`src/rtl/ipv4dq_pkg.sv`:
```
`timescale 1ns / 1ps
`default_nettype none
package ipv4dq_pkg;

	localparam logic [7:0] CHAR_ZERO = 8'h30;
	localparam logic [7:0] CHAR_NINE = 8'h39;
	localparam logic [7:0] CHAR_DOT  = 8'h2E;
	localparam logic [7:0] COUNT_MAX = 8'hFF;
	localparam logic [11:0] OCTET_MAX = 12'd255;
	localparam logic [1:0] LAST_OCTET = 2'd3;

	typedef struct packed {
		logic        scanning;
		logic [1:0]  octet_idx;
		logic [7:0]  acc;
		logic        digit_seen;
		logic [23:0] done_octets;
		logic [7:0]  count;
	} scan_state_t;

	localparam scan_state_t SCAN_IDLE = '{
		scanning: 1'b0, octet_idx: 2'd0, acc: 8'd0, digit_seen: 1'b0,
		done_octets: 24'd0, count: 8'd0
	};

endpackage
`default_nettype wire

```
`src/rtl/ipv4_dotted_quad_scanner.sv`:
```
`timescale 1ns / 1ps
`default_nettype none
// Dotted-decimal IPv4 address scanner, one character per transaction.
// Input channel: in_valid/in_stall carrying start_req and char_in. start_req=1
// opens a new scan with char_in as its first character (any scan in progress
// is dropped). Characters seen while no scan is open are ignored.
// Output channel: out_valid/out_stall carrying ok, address and length. One
// result is given per scan, when the first non-digit after the fourth octet
// arrives, when a non-dot ends a first octet of zero, or at the first error;
// failures show address and length as zero. A character passes through the
// input register, then the result register. Throughput: one character per
// cycle unless the receiver stalls; the scan state loop (multiply-by-ten
// accumulate and a compare) is combinational around the scan state register.
// When the receiver stalls, the result is held; the input register keeps
// taking characters until it holds one that cannot advance, then in_stall
// rises. Reset (arst_n low) closes any scan and empties both registers.
module ipv4_dotted_quad_scanner (
	input  wire logic        clk,
	input  wire logic        arst_n,
	input  wire logic        in_valid,
	output logic             in_stall,
	input  wire logic        start_req,
	input  wire logic [7:0]  char_in,
	output logic             out_valid,
	input  wire logic        out_stall,
	output logic             ok,
	output logic [31:0]      address,
	output logic [7:0]       length
);

	logic        valid_s1;
	logic        start_s1;
	logic [7:0]  char_s1;

	ipv4dq_pkg::scan_state_t scan_q;
	ipv4dq_pkg::scan_state_t st;
	ipv4dq_pkg::scan_state_t scan_next;

	logic        out_valid_q;
	logic        ok_q;
	logic [31:0] address_q;
	logic [7:0]  length_q;

	logic        advance;
	logic        is_digit;
	logic [3:0]  digit;
	logic [11:0] acc_next;
	logic [7:0]  count_inc;
	logic        res_valid;
	logic        res_ok;
	logic [31:0] res_addr;

	// the held character may move on only when the result slot is free
	assign advance  = !out_valid_q || !out_stall;
	assign in_stall = valid_s1 && !advance;

	always_ff @(posedge clk or negedge arst_n) begin
		if (!arst_n) begin
			valid_s1 <= 1'b0;
		end else if (!in_stall) begin
			valid_s1 <= in_valid;
		end
	end

	always_ff @(posedge clk) begin
		if (!in_stall && in_valid) begin
			start_s1 <= start_req;
			char_s1  <= char_in;
		end
	end

	always_comb begin
		st = start_s1 ? ipv4dq_pkg::SCAN_IDLE : scan_q;
		if (start_s1) begin
			st.scanning = 1'b1;
		end
		is_digit  = (char_s1 >= ipv4dq_pkg::CHAR_ZERO) && (char_s1 <= ipv4dq_pkg::CHAR_NINE);
		digit     = 4'(char_s1 - ipv4dq_pkg::CHAR_ZERO);
		acc_next  = {1'b0, st.acc, 3'b000} + {3'b000, st.acc, 1'b0} + {8'd0, digit};
		count_inc = (st.count == ipv4dq_pkg::COUNT_MAX) ? st.count : st.count + 8'd1;

		scan_next = st;
		res_valid = 1'b0;
		res_ok    = 1'b0;
		res_addr  = 32'd0;

		if (st.scanning) begin
			if (is_digit) begin
				if (acc_next > ipv4dq_pkg::OCTET_MAX) begin
					res_valid = 1'b1;
				end else begin
					scan_next.acc        = acc_next[7:0];
					scan_next.digit_seen = 1'b1;
					scan_next.count      = count_inc;
				end
			end else if (!st.digit_seen) begin
				res_valid = 1'b1;
			end else if (st.octet_idx != ipv4dq_pkg::LAST_OCTET) begin
				if (char_s1 == ipv4dq_pkg::CHAR_DOT) begin
					scan_next.done_octets = {st.done_octets[15:0], st.acc};
					scan_next.octet_idx   = st.octet_idx + 2'd1;
					scan_next.acc         = 8'd0;
					scan_next.digit_seen  = 1'b0;
					scan_next.count       = count_inc;
				end else begin
					// a lone zero first octet stands for 0.0.0.0
					res_valid = 1'b1;
					res_ok    = (st.octet_idx == 2'd0) && (st.acc == 8'd0);
				end
			end else begin
				res_valid = 1'b1;
				res_ok    = 1'b1;
				res_addr  = {st.done_octets, st.acc};
			end
			if (res_valid) begin
				scan_next.scanning = 1'b0;
			end
		end
	end

	always_ff @(posedge clk or negedge arst_n) begin
		if (!arst_n) begin
			scan_q      <= ipv4dq_pkg::SCAN_IDLE;
			out_valid_q <= 1'b0;
		end else if (advance) begin
			out_valid_q <= valid_s1 && res_valid;
			if (valid_s1) begin
				scan_q <= scan_next;
			end
		end
	end

	always_ff @(posedge clk) begin
		if (advance && valid_s1 && res_valid) begin
			ok_q      <= res_ok;
			address_q <= res_ok ? res_addr : 32'd0;
			length_q  <= res_ok ? st.count : 8'd0;
		end
	end

	assign out_valid = out_valid_q;
	assign ok        = ok_q;
	assign address   = address_q;
	assign length    = length_q;

	a_fail_zero: assert property (@(posedge clk) disable iff (!arst_n)
		out_valid && !ok |-> address == 32'd0 && length == 8'd0)
		else $error("failed scan reports nonzero fields");

	a_ok_len: assert property (@(posedge clk) disable iff (!arst_n)
		out_valid && ok |-> length != 8'd0)
		else $error("good scan with zero length");

	a_close: assert property (@(posedge clk) disable iff (!arst_n)
		advance && valid_s1 && res_valid |=> !scan_q.scanning && out_valid_q)
		else $error("scan stays open after its result");

	a_stall_src: assert property (@(posedge clk) disable iff (!arst_n)
		in_stall |-> valid_s1 && out_valid_q && out_stall)
		else $error("input stalled without a blocked result");

endmodule
`default_nettype wire
```
`config.mk`:
```
export PLATFORM = sky130hd
export DESIGN_NAME = ipv4_dotted_quad_scanner
export DESIGN_NICKNAME = d
export VERILOG_FILES = /design/src/rtl/ipv4dq_pkg.sv /design/src/rtl/ipv4_dotted_quad_scanner.sv
export SDC_FILE = /design/constraint.sdc
export NUM_CORES = 1
export LEC_CHECK = 0
export ABC_AREA = 1
export ABC_CLOCK_PERIOD_IN_PS = 3700
export BUFFER_PORTS_ARGS = -buffer_cell sky130_fd_sc_hd__buf_2
export CAP_MARGIN = 20
export CORE_ASPECT_RATIO = 1.25
export CORE_MARGIN = 5
export CORE_UTILIZATION = 53
export DETAILED_ROUTE_END_ITERATION = 6
export GPL_TIMING_DRIVEN = 0
export PLACE_DENSITY = 0.82
export SYNTH_ARGS = -nofsm -noshare
export SYNTH_HDL_FRONTEND = slang
export SYNTH_SLANG_ARGS = --single-unit
```
`constraint.sdc`:
```
create_clock -name clk -period 3.7 [get_ports clk]
set_input_delay 0.555 -clock clk [delete_from_list [all_inputs] [get_ports clk]]
set_output_delay 0.555 -clock clk [all_outputs]
set_load 0.01 [all_outputs]
```
== Yosys cells after proc, flatten, opt, wreduce, memory -nomap -nowiden ==
Cells that the tools add are included.
Operators by class
  add/subtract/negate cells: 5
  $lt $le $gt $ge: 3
  eq/ne operators: 3
  multiplexer cells: 26
  bitwise operators: 3
  reductions and logical operators: 16
Operators with widths (number)
  $mux W43: 3
  $mux W44: 2
  $mux W24: 1
  $mux W8: 3
  $mux W9: 2
  $mux W1: 14
  $add A11 B9 Y12: 1
  $add A12 B4 Y12: 1
  $gt A12 B8 Y1 const B: 1
  $add A8 B1 Y8 const B: 1
  $eq A8 B6 Y1 const B: 1
  $eq A8 B8 Y1 const B: 1
  $ge A8 B6 Y1 const B: 1
  $le A8 B6 Y1 const B: 1
  $logic_not A8 Y1: 1
  $logic_and A1 B1 Y1: 7
  $reduce_or A5 Y1: 1
  $logic_not A1 Y1: 4
  $sub A4 B1 Y4 const B: 1
  $not A1 Y1: 3
  $add A2 B1 Y2 const B: 1
  $logic_not A2 Y1: 1
  $mux W2: 1
  $ne A2 B2 Y1 const B: 1
  other kinds (2): 2
Word-level totals
  register bits after elaboration: 96

== Depth between registers and ports, before layout ==
Gate-level depths: netlist of the first run.
  depth in word-level cells: 10
  gate-level depth with buffers: 24
  mapped depth without buffers: 22

== Worst setup path before layout of the first run ==
OpenSTA, ideal clock, no wires.
  kind: register to register
  start: reg start_s1
  end: reg address_q[0], in the netlist address[0], enable pin
  arrival: 3.175 ns
  data required time: 3.311 ns
  slack: 0.136 ns
  cell stages (with the launch flop): 21
  buffers on the path: 2
  clock period less this slack: 3.564 ns
  cell sequence: edfxtp_1 buf_6 inv_4 buf_6 nand2_1 xor2_1 inv_1 ha_1 inv_1 fa_1 inv_1 nand3_1 nand2_1 nand2_1 nand2_1 nand2_1 nand2_1 nor2_4 nand3_4 nand2_4 nor2_4
On the way
  cells in the longest elaborated chain, start to end: 9
  elaborated cells between the ends (all ways): 13
  those cells by class: 2 x add/sub; 1 x order compare; 1 x eq/ne; 8 x mux; 1 x reduce/logical
Ends and longest elaborated chain
  from (decl): RTL line ipv4_dotted_quad_scanner.sv:32  | logic start_s1;
  from (signal assigned): RTL line ipv4_dotted_quad_scanner.sv:67  | start_s1 <= start_req;
  $mux W44: RTL line ipv4_dotted_quad_scanner.sv:73  | st = start_s1 ? ipv4dq_pkg::SCAN_IDLE : scan_q;
  $add A11 B9 Y12: RTL line ipv4_dotted_quad_scanner.sv:79  | acc_next = {1'b0, st.acc, 3'b000} + {3'b000, st.acc, 1'b0} + {8'd0, digit};
  $add A12 B4 Y12: RTL line ipv4_dotted_quad_scanner.sv:79
  $gt A12 B8 Y1: RTL line ipv4_dotted_quad_scanner.sv:89  | if (acc_next > ipv4dq_pkg::OCTET_MAX) begin
  $mux W1: RTL line ipv4_dotted_quad_scanner.sv:89
  $mux W1: RTL line ipv4_dotted_quad_scanner.sv:88  | if (is_digit) begin
  $mux W1: RTL line ipv4_dotted_quad_scanner.sv:87  | if (st.scanning) begin
  $mux W1 (*): RTL line ipv4_dotted_quad_scanner.sv:87
  $logic_and A1 B1 Y1 (*): RTL line ipv4_dotted_quad_scanner.sv:134  | if (advance && valid_s1 && res_valid) begin
  to (signal assigned): RTL line ipv4_dotted_quad_scanner.sv:136  | address_q <= res_ok ? res_addr : 32'd0;
  to (decl): RTL line ipv4_dotted_quad_scanner.sv:41  | logic [31:0] address_q;
Mark *: on every way between the ends. The rest lies on a longest branch, timed or not. The select of a mux whose other input is x is not followed.
A chain may end at the register's enable or synchronous reset.

==> results.toml, run 1 <==
[final_layout]
mostFrequentLayoutCell = "sky130_fd_sc_hd__nand2_1"
final_cell_mix = "144 x sky130_fd_sc_hd__nand2_1, 79 x sky130_fd_sc_hd__inv_1, 74 x sky130_fd_sc_hd__nor2_1"
areaGrowthSynthToFinish_pct = 17.1
design.final.nets = 716
drive_above_1_share_pct = 19.0
antenna-diode-count = 0
fill_cells = 800
number_of_standard_cells_in_the_final_layout_excluding_fillers = 815
finalCoreUtilization_pct = 64.0

[synth]
syn-instance-count = 608
post_synth_instance_area_sq_um = 5280
synth-seq-cells = 96
syn-mean-instance-area_sq_um = 8.68
seq_area_frac_synth_pct = 50.3
netlist-cell-type-count = 41
postSynthNetCount = 640
ys_warn_count = 0

[power_and_ir_drop]
power.net_switching_uw = 687
p_comb_share_pct = 14.5
largest_voltage_drop_on_the_vdd_net_mv = 0.270
sw_frac_of_total_pct = 26.8
leakagePower_uw = 0.00287
power.sequential.fraction_pct = 48.6
p_clk_share_pct = 36.9
internal_power_uw = 1880
pwr_density_cell_nw_per_um2 = 416

[global_route]
grt-ovfl-total = 0
antenna_found_initial = 0
grt_first_pass_wirelength_mm = 20.3
track_usage_pct = 21.2
maximum_number_of_pins_on_one_net_before_global_route_repair = 47
first_global_vias = 4236

[setup_path]
critPathCaptureType = "flop"
critical_path_arrival_ns = 3.60
cp-start-kind = "flop"
cp.required_ns = 3.81
r2r_cells = 21
worstPathMaxFanout = 10
r2r_slack_ns = 0.21
critPathKind = "flop to flop"
r2r-end = "address[30]"
critical_register_to_register_path_startpoint = "start_s1"

[sta]
skew_ns = 0.00676
setup_viol = 0
slew_headroom_pct = 62.6
max_clock_freq_ghz = 0.286
timing.final.crit_share_pct = 94.4
timing_max_transition_violations_final = 0
worst_max_slew_pin_slew_ns = 0.561
finalWorstPathRequiredPeriod_ns = 3.49
whs_ns = 0.0907
report.final.hold_viol_count = 0

[detailed_routing]
firstDrtPassIters = 6
detail-route-antenna-nets = 0
drt_first_iter_violations = 290
route.detailed.drc = 0
routed_wirelength_mm = 12.6
routed_via_density = 5.40
post_drt_wl_per_cell_microns = 15.5
route.vias.total = 4405

[cts]
clkTransAtPathRegs_ns = 0.07
htreeDepth = 3
cts.sinks = 96
worst_skew_pair.late_latency_ns = 0.35
cts_tree = "done"
cts.path.max_buffers = 2
cts_inserted_buffers = 9
clock_root_buffer = "sky130_fd_sc_hd__clkbuf_16"
cts_hold_buf = 0

[place]
io_buffer_count = 55
placed_cells = 790
place_hpwl_mm = 8.96
gp_routability_congestion = 0.933

[die]
initial_core_util_pct = 54.6
die_w_microns = 99.2
chip_height_microns = 122
pin_count = 56
die_area_sq_um = 12100
design.core.area_sq_um = 9660
fp-row-count = 40

[outcome]
run_status = "finished, final reports clean"

[job]
cap_viol_max_count = 0

[worst_hold_path]
hold_class = "input pin to asynchronous set/reset pin"
==> power by group through the flow <==
stage / registers (uW) / clock network (uW) / logic [uW]
floorplan: 1280 / 0 / 204
global placement: 1270 / 0 / 321
detailed placement: 1270 / 0 / 341
CTS: 1250 / 947 / 351
global route: 1250 / 999 / 408
finish: 1250 / 947 / 374
==> cell usage after synthesis, drive strengths merged <==
master / number / area [sq um]
nor3: 16 / 85.1
clkbuf: 11 / 45.1
ha: 18 / 225
nand2: 150 / 583
xnor2: 4 / 35.0
a31oi: 5 / 31.3
or2: 1 / 6.26
o21ai: 39 / 218
a21oi: 26 / 149
nor4: 1 / 21.3
a211oi: 4 / 30.0
xor2: 3 / 26.3
nand3: 33 / 178
fa: 1 / 20.0
nor2: 85 / 380
nand4: 11 / 75.1
o211ai: 7 / 87.6
inv: 85 / 324
buf: 8 / 72.6
edfxtp: 50 / 1500
dfrtp: 46 / 1150
a31o: 1 / 8.76
nand3b: 3 / 22.5
==> cell type report <==
type                       instances  area [sq um]  share of cell area, %
clock buffer                      12           246                   3.99
clock inverter                     4          55.1                  0.891
multi-input combinational        409          2210                   35.8
timing repair buffer              64           414                   6.70
tap                              126           158                   2.55
buffer                            19           118                   1.90
sequential                        96          2650                   42.9
inverter                          85           324                   5.24
==> layer usage <==
| metal | track usage, % | share of wire, % | vias up |
|---|---|---|---|
| met5 | 0 | 0 | - |
| met4 | 7.69 | 1.9 | 0 |
| met3 | 4.12 | 5.7 | 22 |
| met2 | 38.1 | 53 | 149 |
| met1 | 25.1 | 39 | 2085 |
| li1 | - | - | 2149 |
==> per-stage QoR <==
step | setup WS [ns] | power, uW | instance area (sq um) | setup TNS (ns)
global route | -0.0143 | 2660 | 6180 | -0.173
CTS | 0.00351 | 2540 | 6060 | 0
global placement | -0.447 | 1590 | 5710 | -20.77
finish | 0.208 | 2570 | 6180 | 0
floorplan | 0.136 | 1490 | 5280 | 0
detailed placement | -0.284 | 1610 | 5740 | -8.67
==> what timing repair did <==
action	in CTS	in global routing
endpoints found under the hold margin	0	0
gates cloned	1	2
setup endpoints to repair	43	55
pin swaps	1	3
resized for setup	0	8
setup buffers	1	4
==> state kept, by name, summed over array words and instances, names as in the netlist <==
signal / count
start_s1: 1
address: 32
length: 8
out_valid: 1
scan_q: 44
ok: 1
char_s1: 8
valid_s1: 1
==> cells by family (layout without fill, tap and decap cells) <==
group                    Yosys count  in the layout  synth area share (%)
flip-flops                        96             96                  50.3
adder cells (fa/ha/maj)           19             19                  4.65
buffers and inverters            104            184                  8.37
AO/OA/AOI/OAI                     82             82                  9.94
AND/OR/NAND/NOR                  300            301                  25.6
XOR/XNOR                           7              7                  1.16
==> worst max-delay path, stage by stage (launching register included) <==
cell and delay (ns):
sky130_fd_sc_hd__edfxtp_1 0.35, sky130_fd_sc_hd__buf_6 0.18, sky130_fd_sc_hd__inv_4 0.06, sky130_fd_sc_hd__buf_6 0.15, sky130_fd_sc_hd__nand2_1 0.12, sky130_fd_sc_hd__inv_1 0.12, sky130_fd_sc_hd__ha_1 0.30, sky130_fd_sc_hd__ha_1 0.16
sky130_fd_sc_hd__inv_1 0.06, sky130_fd_sc_hd__fa_1 0.39, sky130_fd_sc_hd__inv_1 0.10, sky130_fd_sc_hd__nand3_1 0.08, sky130_fd_sc_hd__nand2_1 0.11, sky130_fd_sc_hd__nand2_1 0.08, sky130_fd_sc_hd__nand3_1 0.07, sky130_fd_sc_hd__nand2_1 0.09
sky130_fd_sc_hd__nor2_4 0.20, sky130_fd_sc_hd__nand3_4 0.15, sky130_fd_sc_hd__nand2_8 0.12, sky130_fd_sc_hd__nor2_4 0.04, sky130_fd_sc_hd__buf_12 0.15, sky130_fd_sc_hd__clkbuf_16 0.16
==> worst max-delay path by stage <==
stage / start / to / slack, ns / cells after the start
4_1_cts: start_s1 / address[12] / 0.004 / 18
6_report: start_s1 / address[30] / 0.21 / 21
2_1_floorplan: start_s1 / address[0] / 0.14 / 20
5_1_grt: start_s1 / address[28] / -0.01 / 21
3_5_place_dp: start_s1 / address[17] / -0.28 / 19
3_3_place_gp: start_s1 / address[18] / -0.45 / 18
(Power assumes the default switching activity.)
==> run 2: changes to the inputs <==
--- a/config.mk
+++ b/config.mk
@@ -6,7 +6,7 @@
 export NUM_CORES = 1
 export LEC_CHECK = 0
 export ABC_AREA = 1
-export ABC_CLOCK_PERIOD_IN_PS = 3700
+export ABC_CLOCK_PERIOD_IN_PS = 3000
 export BUFFER_PORTS_ARGS = -buffer_cell sky130_fd_sc_hd__buf_2
 export CAP_MARGIN = 20
 export CORE_ASPECT_RATIO = 1.25
@@ -14,7 +14,7 @@
 export CORE_UTILIZATION = 53
 export DETAILED_ROUTE_END_ITERATION = 6
 export GPL_TIMING_DRIVEN = 0
-export PLACE_DENSITY = 0.82
+export PLACE_DENSITY = 0.85
 export SYNTH_ARGS = -nofsm -noshare
 export SYNTH_HDL_FRONTEND = slang
 export SYNTH_SLANG_ARGS = --single-unit
==> constraint.sdc (replaced) <==
create_clock -name clk -period 3 [get_ports clk]
set_input_delay 0.45 -clock clk [delete_from_list [all_inputs] [get_ports clk]]
set_output_delay 0.45 -clock clk [all_outputs]
set_load 0.01 [all_outputs]
==> run 2 against run 1 <==
The run now ends with setup timing left. Largest power group unchanged. Count of clock-buffer cells in the layout decreased by 3. Clock skew about the same. Sequential cell count unchanged. Critical endpoint is now address[17]. Power increased by 29%. Largest cell class unchanged.
==> results.toml, run 2 (same netlist as run 1, synthesis figures left out) <==
[cts]
worst_skew_pair.late_latency_ns = 0.35
htreeDepth = 3
cts.sinks = 96
cts.path.max_buffers = 2
cts_tree = "done"
clock_root_buffer = "sky130_fd_sc_hd__clkbuf_16"
cts_inserted_buffers = 9
clkTransAtPathRegs_ns = 0.07

[die]
die_w_microns = 99.2
pin_count = 56
design.core.area_sq_um = 9660
chip_height_microns = 122
fp-row-count = 40
initial_core_util_pct = 54.6
die_area_sq_um = 12100

[setup_path]
critical_path_arrival_ns = 3.27
critical_path.startpoint = "start_s1"
cp-start-kind = "flop"
critPathKind = "flop to flop"
critical_register_to_register_path_startpoint = "start_s1"
cp.required_ns = 3.07
critPathCaptureType = "flop"
worstPathMaxFanout = 8

[place]
io_buffer_count = 55
gp_routability_congestion = 0.931
place_ws_ns = -0.669
place_hpwl_mm = 9.04
placed_cell_area_sq_um = 5780
placed_cells = 790

[power_and_ir_drop]
leakagePower_uw = 0.00324
p_comb_share_pct = 17.9
internal_power_uw = 2370
largest_voltage_drop_on_the_vdd_net_mv = 0.343
pwr_density_cell_nw_per_um2 = 482
power.sequential.fraction_pct = 46.7
p_clk_share_pct = 35.4
power.net_switching_uw = 948
sw_frac_of_total_pct = 28.6

[detailed_routing]
post_drt_wl_per_cell_microns = 18.9
route.vias.total = 5052
route.detailed.drc = 0
drt_first_iter_violations = 660
routed_via_density = 5.92
detail-route-antenna-nets = 0
routed_wirelength_mm = 16.1
firstDrtPassIters = 5

[sta]
worst_slack_ns = -0.198
unrepaired_setup_endpoints_after_global_routing = "true"
timing_max_transition_violations_final = 0
skew_ns = 0.00650
report.final.hold_viol_count = 0
slew_headroom_pct = 42.7
setup_viol = 58
worst_max_slew_pin_slew_ns = 0.860
timing.final.crit_share_pct = 107
max_clock_freq_ghz = 0.313
finalWorstPathRequiredPeriod_ns = 3.20

[global_route]
antenna_found_initial = 0
first_global_vias = 4863
track_usage_pct = 24.5
grt_first_pass_wirelength_mm = 23.3
grt-ovfl-total = 0
maximum_number_of_pins_on_one_net_before_global_route_repair = 47

[final_layout]
drive_above_1_share_pct = 30.5
fill_cells = 624
mostFrequentLayoutCell = "sky130_fd_sc_hd__nand2_1"
largest_register = "scan_q"
design.final.nets = 754
final_cell_mix = "124 x sky130_fd_sc_hd__nand2_1, 71 x sky130_fd_sc_hd__inv_1, 71 x sky130_fd_sc_hd__nor2_1"
stdcell_area_sq_um = 6880
number_of_standard_cells_in_the_final_layout_excluding_fillers = 853
antenna-diode-count = 0
areaGrowthSynthToFinish_pct = 30.4
max_ffs_per_register = 44

[job]
cap_viol_max_count = 0

[worst_hold_path]
hold_path_startpoint = "char_in[7]"
hold_class = "input pin to flop"

[outcome]
run_status = "finished, violations left"
failed_checks = "setup timing"
-- run 2: cell count changes in the layout (fill, tap and decap cells not counted), moves of 9 or more --
cell / delta
sky130_fd_sc_hd__buf_4: +28
sky130_fd_sc_hd__nand2_1: -20
sky130_fd_sc_hd__nand2_2: +9
sky130_fd_sc_hd__nand2_4: +11
sky130_fd_sc_hd__nand3_1: -9
-- run 2: metal layers --
layer | wire length, microns | global-route usage, % | vias to the layer above
met5 | 0 | 0 | -
met4 | 1090 | 16.1 | 0
met1 | 5450 | 27.1 | 2343
met3 | 1410 | 4.24 | 110
li1 | - | - | 2222
met2 | 8170 | 43.2 | 377
-- run 2: what timing repair did --
action	4_1_cts	5_1_grt
hold endpoints to repair	0	5
hold buffers	0	1
gates cloned	3	4
setup buffers	27	13
pin swaps	15	13
endpoints found under the setup margin	59	84
resized for setup	62	18
-- run 2: worst paths after layout --
kind / endpoint / slack (ns) / cells after the start
setup / recovery: address[17] / -0.20 / 22
hold / removal: char_s1[7] / 0.27 / 1
setup reg to reg: address[17] / -0.20 / 22
hold reg to reg: scan_q[14] / 0.49 / 2
max in group asynchronous: scan_q[4] / 2.06 / 3
min in group asynchronous: scan_q[18] / 0.46 / 2
-- run 2: power groups by stage --
stage | Combinational, uW | Clock (uW) | Sequential [uW]
4_1_cts | 519 | 1150 | 1540
3_5_place_dp | 428 | 0 | 1570
2_1_floorplan | 258 | 0 | 1580
6_report | 593 | 1180 | 1550
5_1_grt | 630 | 1230 | 1550
3_3_place_gp | 403 | 0 | 1560
-- run 2: critical path: stages, from the launching register on --
cell                        delay, ns
sky130_fd_sc_hd__edfxtp_1        0.38
sky130_fd_sc_hd__buf_6           0.15
sky130_fd_sc_hd__inv_6           0.05
sky130_fd_sc_hd__buf_12          0.13
sky130_fd_sc_hd__nand2_8         0.05
sky130_fd_sc_hd__xor2_1          0.14
sky130_fd_sc_hd__inv_1           0.09
sky130_fd_sc_hd__ha_4            0.16
sky130_fd_sc_hd__a31o_4          0.21
sky130_fd_sc_hd__ha_4            0.31
sky130_fd_sc_hd__buf_6           0.10
sky130_fd_sc_hd__nand3_2         0.07
sky130_fd_sc_hd__nand2_2         0.08
sky130_fd_sc_hd__nand2_2         0.06
sky130_fd_sc_hd__nand2_1         0.07
sky130_fd_sc_hd__nand2_1         0.06
sky130_fd_sc_hd__nand2_2         0.09
sky130_fd_sc_hd__nor2_4          0.06
sky130_fd_sc_hd__nand3_4         0.07
sky130_fd_sc_hd__nand2_4         0.06
sky130_fd_sc_hd__nor2_4          0.17
sky130_fd_sc_hd__buf_6           0.17
sky130_fd_sc_hd__clkbuf_16       0.15
-- run 2: area by class of cell --
type	count	area, sq um	share of cell area (%)
sequential	96	2650	38.6
clock inverter	7	68.8	1.00
multi-input combinational	408	2490	36.2
buffer	18	124	1.80
timing repair buffer	104	830	12.1
tap	126	158	2.29
clock buffer	9	225	3.27
inverter	85	334	4.86
-- run 2: metrics by stage --
step | hold WS, ns | total power [uW] | setup TNS (ns) | util (%)
3_5_place_dp | 0.465 | 1990 | -30.07 | 59.8
3_3_place_gp | 0.464 | 1970 | -47.52 | 59.6
2_1_floorplan | 0.154 | 1840 | -18.61 | -
4_1_cts | 0.274 | 3210 | -2.35 | 68.3
6_report | 0.267 | 3320 | -9.37 | 71.2
5_1_grt | 0.263 | 3410 | -16.91 | 71.2
